`config.mk`:
```
export PLATFORM = sky130hd
export DESIGN_NAME = fdmc_ctrl
export DESIGN_NICKNAME = d
export VERILOG_FILES = /design/src/rtl/fdmc_pkg.sv /design/src/rtl/fdmc_ctrl.sv
export SDC_FILE = /design/constraint.sdc
export NUM_CORES = 1
export LEC_CHECK = 0
export BUFFER_PORTS_ARGS = -buffer_cell sky130_fd_sc_hd__buf_2
export CAP_MARGIN = 25
export CORE_AREA = 5 5 42 44
export DETAILED_ROUTE_END_ITERATION = 6
export DIE_AREA = 0 0 47 49
export PLACE_DENSITY = 0.51
export SETUP_SLACK_MARGIN = 0.5
export SLEW_MARGIN = 20
export SYNTH_ARGS = -nofsm -noshare
export SYNTH_HDL_FRONTEND = slang
export SYNTH_SLANG_ARGS = --single-unit
```
`constraint.sdc`:
```
create_clock -name i_clk -period 1.6 [get_ports i_clk]
set_input_delay 0.4 -clock i_clk [delete_from_list [all_inputs] [get_ports i_clk]]
set_output_delay 0.4 -clock i_clk [all_outputs]
set_load 0.02 [all_outputs]
```
`src/rtl/fdmc_pkg.sv`:
```
package fdmc_pkg;

    localparam int MAX_WIDTH_DEF   = 320;
    localparam int MAX_HEIGHT_DEF  = 240;
    localparam int FRAME_DEPTH_DEF = 4;

    localparam int CFG_IDX_W  = 3;
    localparam int CFG_DATA_W = 17;

    localparam logic [CFG_IDX_W-1:0] REG_DIFF_THRESHOLD = 3'd0;
    localparam logic [CFG_IDX_W-1:0] REG_MIN_PIXELS     = 3'd1;
    localparam logic [CFG_IDX_W-1:0] REG_FRAME_WIDTH    = 3'd2;
    localparam logic [CFG_IDX_W-1:0] REG_FRAME_HEIGHT   = 3'd3;
    localparam logic [CFG_IDX_W-1:0] REG_DEFAULT_X      = 3'd4;
    localparam logic [CFG_IDX_W-1:0] REG_DEFAULT_Y      = 3'd5;

    typedef struct packed {
        logic [7:0] red_level;
        logic [7:0] green_level;
        logic [7:0] blue_level;
    } t_pixel;

    typedef struct packed {
        logic [8:0]  center_x;
        logic [7:0]  center_y;
        logic        motion_found;
        logic [16:0] moving_pixels;
    } t_result;

    // controller to datapath
    typedef struct packed {
        logic clear_step;   // one store entry cleared this cycle
        logic pix_step;     // pixel accepted into the pipeline
        logic div_start;    // load the dividers
        logic div_step;     // one quotient bit per divider
        logic res_load;     // capture the result
    } t_cmd;

    // datapath to controller
    typedef struct packed {
        logic clear_last;   // last store entry
        logic frame_end;    // frame-end pixel accepted into the pipeline
        logic pipe_busy;    // pixels still in flight
        logic div_last;     // last quotient bit
    } t_status;

endpackage

```
`src/rtl/fdmc_ctrl.sv`:
```
module fdmc_ctrl (
    input  logic                i_clk,
    input  logic                i_rst_n,
    input  logic                i_in_valid,
    output logic                o_in_ready,
    output logic                o_out_valid,
    input  logic                i_out_ready,
    input  fdmc_pkg::t_status   i_status,
    output fdmc_pkg::t_cmd      o_cmd
);

    localparam logic [2:0] S_CLEAR = 3'd0;
    localparam logic [2:0] S_RUN   = 3'd1;
    localparam logic [2:0] S_DRAIN = 3'd2;
    localparam logic [2:0] S_DIV   = 3'd3;
    localparam logic [2:0] S_DONE  = 3'd4;

    logic [2:0] r_state, n_state;
    logic       r_out_valid, n_out_valid;
    logic       w_out_free;
    logic       w_accept;

    // the output register frees on a taken result
    assign w_out_free = !r_out_valid || i_out_ready;
    assign o_in_ready = (r_state == S_RUN);
    assign w_accept   = i_in_valid && o_in_ready;
    assign o_out_valid = r_out_valid;

    always_comb begin
        n_state     = r_state;
        n_out_valid = r_out_valid && !i_out_ready;
        o_cmd       = '0;
        unique case (r_state)
            S_CLEAR: begin
                o_cmd.clear_step = 1'b1;
                if (i_status.clear_last) begin
                    n_state = S_RUN;
                end
            end
            S_RUN: begin
                o_cmd.pix_step = w_accept;
                if (i_status.frame_end) begin
                    n_state = S_DRAIN;
                end
            end
            S_DRAIN: begin
                // frame-end pixel seen; let the pipeline settle
                if (!i_status.pipe_busy) begin
                    o_cmd.div_start = 1'b1;
                    n_state = S_DIV;
                end
            end
            S_DIV: begin
                o_cmd.div_step = 1'b1;
                if (i_status.div_last) begin
                    n_state = S_DONE;
                end
            end
            S_DONE: begin
                if (w_out_free) begin
                    o_cmd.res_load = 1'b1;
                    n_out_valid = 1'b1;
                    n_state = S_RUN;
                end
            end
            default: n_state = S_CLEAR;
        endcase
    end

    always_ff @(posedge i_clk) begin
        if (!i_rst_n) begin
            r_state     <= S_CLEAR;
            r_out_valid <= 1'b0;
        end else begin
            r_state     <= n_state;
            r_out_valid <= n_out_valid;
        end
    end

endmodule

```
Word-level counts from Yosys, hierarchy flattened
Index checks and enable logic that the tools add are counted.
- add/subtract/negate cells: 0
- $mul: 0
- divide/modulo/power cells: 0
- magnitude comparators: 0
- equality and inequality tests: 9
- shifts and indexed selects: 0
- muxes and demuxes: 15
- bitwise logic cells: 0
- reductions and logical operators: 7
- operators with widths (operator ; count):
    two-way mux 3 bit ; 5
    case mux 3 bit (5 select lines) ; 1
    two-way mux 1 bit ; 9
    != test 2 bit, second input constant ; 4
    == test 3 x 2 -> 1 bit, second input constant ; 2
    AND reduction 5 bit ; 1
    == test 3 x 1 -> 1 bit, second input constant ; 1
    == test 3 bit, second input constant ; 1
    zero test 3 bit ; 1
    logical AND 1 bit ; 2
    zero test 1 bit ; 2
    != test 2 x 1 -> 1 bit, second input constant ; 1
    logical OR 1 bit ; 1
- register bits: 4
- bits in latches: 0
- bits in writable memories: 0
- memory bits (read-only): 0
- bits of input ports: 8
- output and inout port bits: 7
- word-level logic and storage cells: 33
- memories: 0

Longest topological paths before layout
- depth in word-level cells: 4
- depth in mapped cells: 5
- mapped depth without buffers: 4

Least setup slack after synthesis
No wires, ideal clock.
- path kind: flip-flop to output port
- from: reg r_state[2]
- to: out o_cmd[3] (netlist name)
- arrival time: 1.287 ns
- required time: 1.200 ns
- setup slack: -0.087 ns
- cell stages (with the launch flop): 5
- path buffers: 1
- cell sequence: dfxtp_1 > buf_4 > nand2b_1 > nor2_1 > and2_1
- RTL lines (what ; RTL line ; text):
    start, declared ; fdmc_ctrl.sv:18 ; logic [2:0] r_state, n_state;
    start signal, assigned ; fdmc_ctrl.sv:75 ; r_state <= n_state;
    end, declared ; fdmc_ctrl.sv:9 ; output fdmc_pkg::t_cmd o_cmd

==> metrics.txt <==
DRC violations left=0; Die Ht=between 40 and 50 microns; First DRT Iteration DRCs=2; Seq/Total Area, Yosys=25.7%; initial antenna violation count=0; LEAKAGE=roughly 0.28 nW; Post-DRT Antenna Nets=0; Max Root-Sink Buffers=2; outcome=finished clean; Placed Area=449 sq um; largest net degree at the start of global routing=9; first-pass GRT wire length=between 1.5 and 2 mm; vias in the first global route=345; reg2reg path depth=6; Top FF cell, synth=dfxtp_1; Hold Buf Count CTS=0; reg2reg end=r_state[2]; Mapped Cells=34; hold crit path type=input pin to register; grt total ovfl=0; final hold violations=0; CTS H-tree depth=1; Final period util=a little over nine tenths; crit start category=register; skew final=0.00172 ns; DR vias=between 300 and 400; Synthesis Warnings=0; Worst R2R Setup Slack=0.17 ns; met2 Use GR=14.5%; post-route design area=661 sq um; critical path arrival=1.15 ns; crit path from=r_state[2]; fin crit period=1.55 ns; die area=0.00230 sq mm; GR Util met3=between 2 and 3%; async set-or-reset flop fraction in the synthesized netlist=0%; CP endpoint kind=output port; Die Wd=47 microns; Clock transition at path regs=0.04 ns; Yosys top cell area share=25.7%; drt total wl=between 1 and 1.5 mm; row count=14; EDFF count, synth=0; synth top area cells=dfxtp_1, buf_6, nand3b_1, nor2_1, nor4b_2; Area growth syn-to-layout=112%; Crit Path Class=register to output port; Max Cap Violations=0; total core area=0.00140 sq mm; #FFs+latches synth=4; CTS Sinks=4; final slew viol count=0; largest area contributor in the netlist=dfxtp_1; mean number of vias per cell=between 4 and 5; mapped cell area=312 sq um; post-synth net total=between 40 and 50; TritonRoute pass-1 iters=3; syn_area_per_cell=9.16 sq um; root buf cell=clkbuf_4; CTS tree=done; slew at the pin with the worst max-slew slack=around 0.27 ns; CTS Buf Count=3; Antenna diodes=0; WL/cell=roughly 13 microns; layout net count=74; GRT busiest layer=met2; R2R Path Start=r_state[2]; setup TNS=0 ns; placed wire-length estimate=625 microns; Yosys cell types=24; Final Wtd Congestion=0.750; CP Max Fanout=6; M1 GR Usage=9.41%; worst-skew pair later-pin latency=0.25 ns; Max-slew headroom=81.9%; Worst Path Required=around 1.2 ns; Final setup viols=0; crit path capture=o_cmd[3]; Starting Density=22.2%; PD cells=1260 mW/mm^2; Util after Layout=between 40 and 50%; synth cell count leaders=dfxtp_1, nor2_1; Ports=15; total track usage=9.14%; share of layout cells above drive strength 1=approximately four fifths; fmax=0.646 GHz; I/O Buffers=14; RSZ-0062 raised after global routing=yes; VDD IR max=between 0.0004 and 0.0005 V
[per-stage QoR]
stage / total power (W) / hold slack (ns) / setup WS (ns) / cells
finish: 0.000834 / 0.428 / 0.0530 / 80
global placement: 0.000493 / 0.510 / 0.126 / 65
floorplan: 0.000421 / 0.529 / 0.229 / 34
detailed placement: 0.000490 / 0.512 / 0.123 / 65
CTS: 0.000684 / 0.437 / 0.0542 / 71
global route: 0.000892 / 0.430 / 0.00629 / 80
[worst min path at each step]
stage                      startpoint          end  slack [ns]  depth (start not counted)
final                         i_rst_n   r_state[0]        0.43                          2
after global routing          i_rst_n   r_state[0]        0.43                          2
after CTS                     i_rst_n   r_state[0]        0.44                          2
after detailed placement  o_out_valid  o_out_valid        0.51                          2
after global placement    o_out_valid  o_out_valid        0.51                          2
after floorplan           o_out_valid  o_out_valid        0.53                          2
[state kept, by name, summed over array words and instances, names as in the netlist]
name	flops
o_out_valid	1
r_state	3
[cells by family (layout without fill, tap and decap cells)]
kind of cell | after synthesis | in the layout | synth area share [%]
AND/OR/NAND/NOR | 17 | 17 | 35.7
AO/OA/AOI/OAI | 6 | 6 | 18.1
flip-flops | 4 | 4 | 25.7
buffers and inverters | 4 | 34 | 10.8
multiplexers | 2 | 2 | 6.83
XOR/XNOR | 1 | 1 | 2.81
[cell usage in the layout, fill, tap and decap left out]
cell type  netlist  final
a211oi_2         1      1
a21oi_1          1      1
clkbuf_4         0      3
buf_2            0      8
a21boi_0         1      1
and3_4           0      1
o31ai_2          1      1
nor3_1           1      1
nor4b_4          0      1
o211a_1          1      1
mux2_4           0      1
nor4bb_4         0      1
nor2_1           4      1
and2_4           0      1
o21ai_2          1      1
xor2_1           1      1
nand3b_1         2      2
dfxtp_2          0      1
nand2_1          2      2
inv_1            1      1
nand2b_4         0      1
mux2i_1          1      1
buf_6            2      8
nor2_4           0      3
buf_4            1     14
dfxtp_4          0      3
nand2b_1         2      1
nor4_4           0      2
[metal layers]
metal,part of all wire [%],wire [microns],vias up
met5,0,0,-
li1,-,-,184
met3,7.7,83,4
met2,54,575,15
met4,4.6,49,0
met1,34,363,159
[cell type report]
cell class              count  area, sq um
repair buffers             30          235
clock buffers               3         22.5
inverters                   1         3.75
multi-input cells          26          287
fillers                   142          741
well taps                  16         20.0
flip-flops and latches      4         92.6
[where the power goes]
part	internal (W)	switching [W]
sequential	0.000126	0.0000431
combinational	0.000289	0.000241
clock	0.0000845	0.0000502
total	0.000500	0.000334
[timing repair]
action / CTS / global route
setup endpoints to repair: 10 / 10
pin swaps: 1 / 6
endpoints found under the hold margin: 0 / 0
setup buffers: 3 / 9
resized for setup: 21 / 7
[worst max-delay path, stage by stage, from the launching register on]
cell	delay, ns
dfxtp_4	0.36
nand2b_4	0.17
nor2_4	0.12
and2_4	0.14
buf_4	0.13
Note: power is estimated with default switching activity, not from simulation.
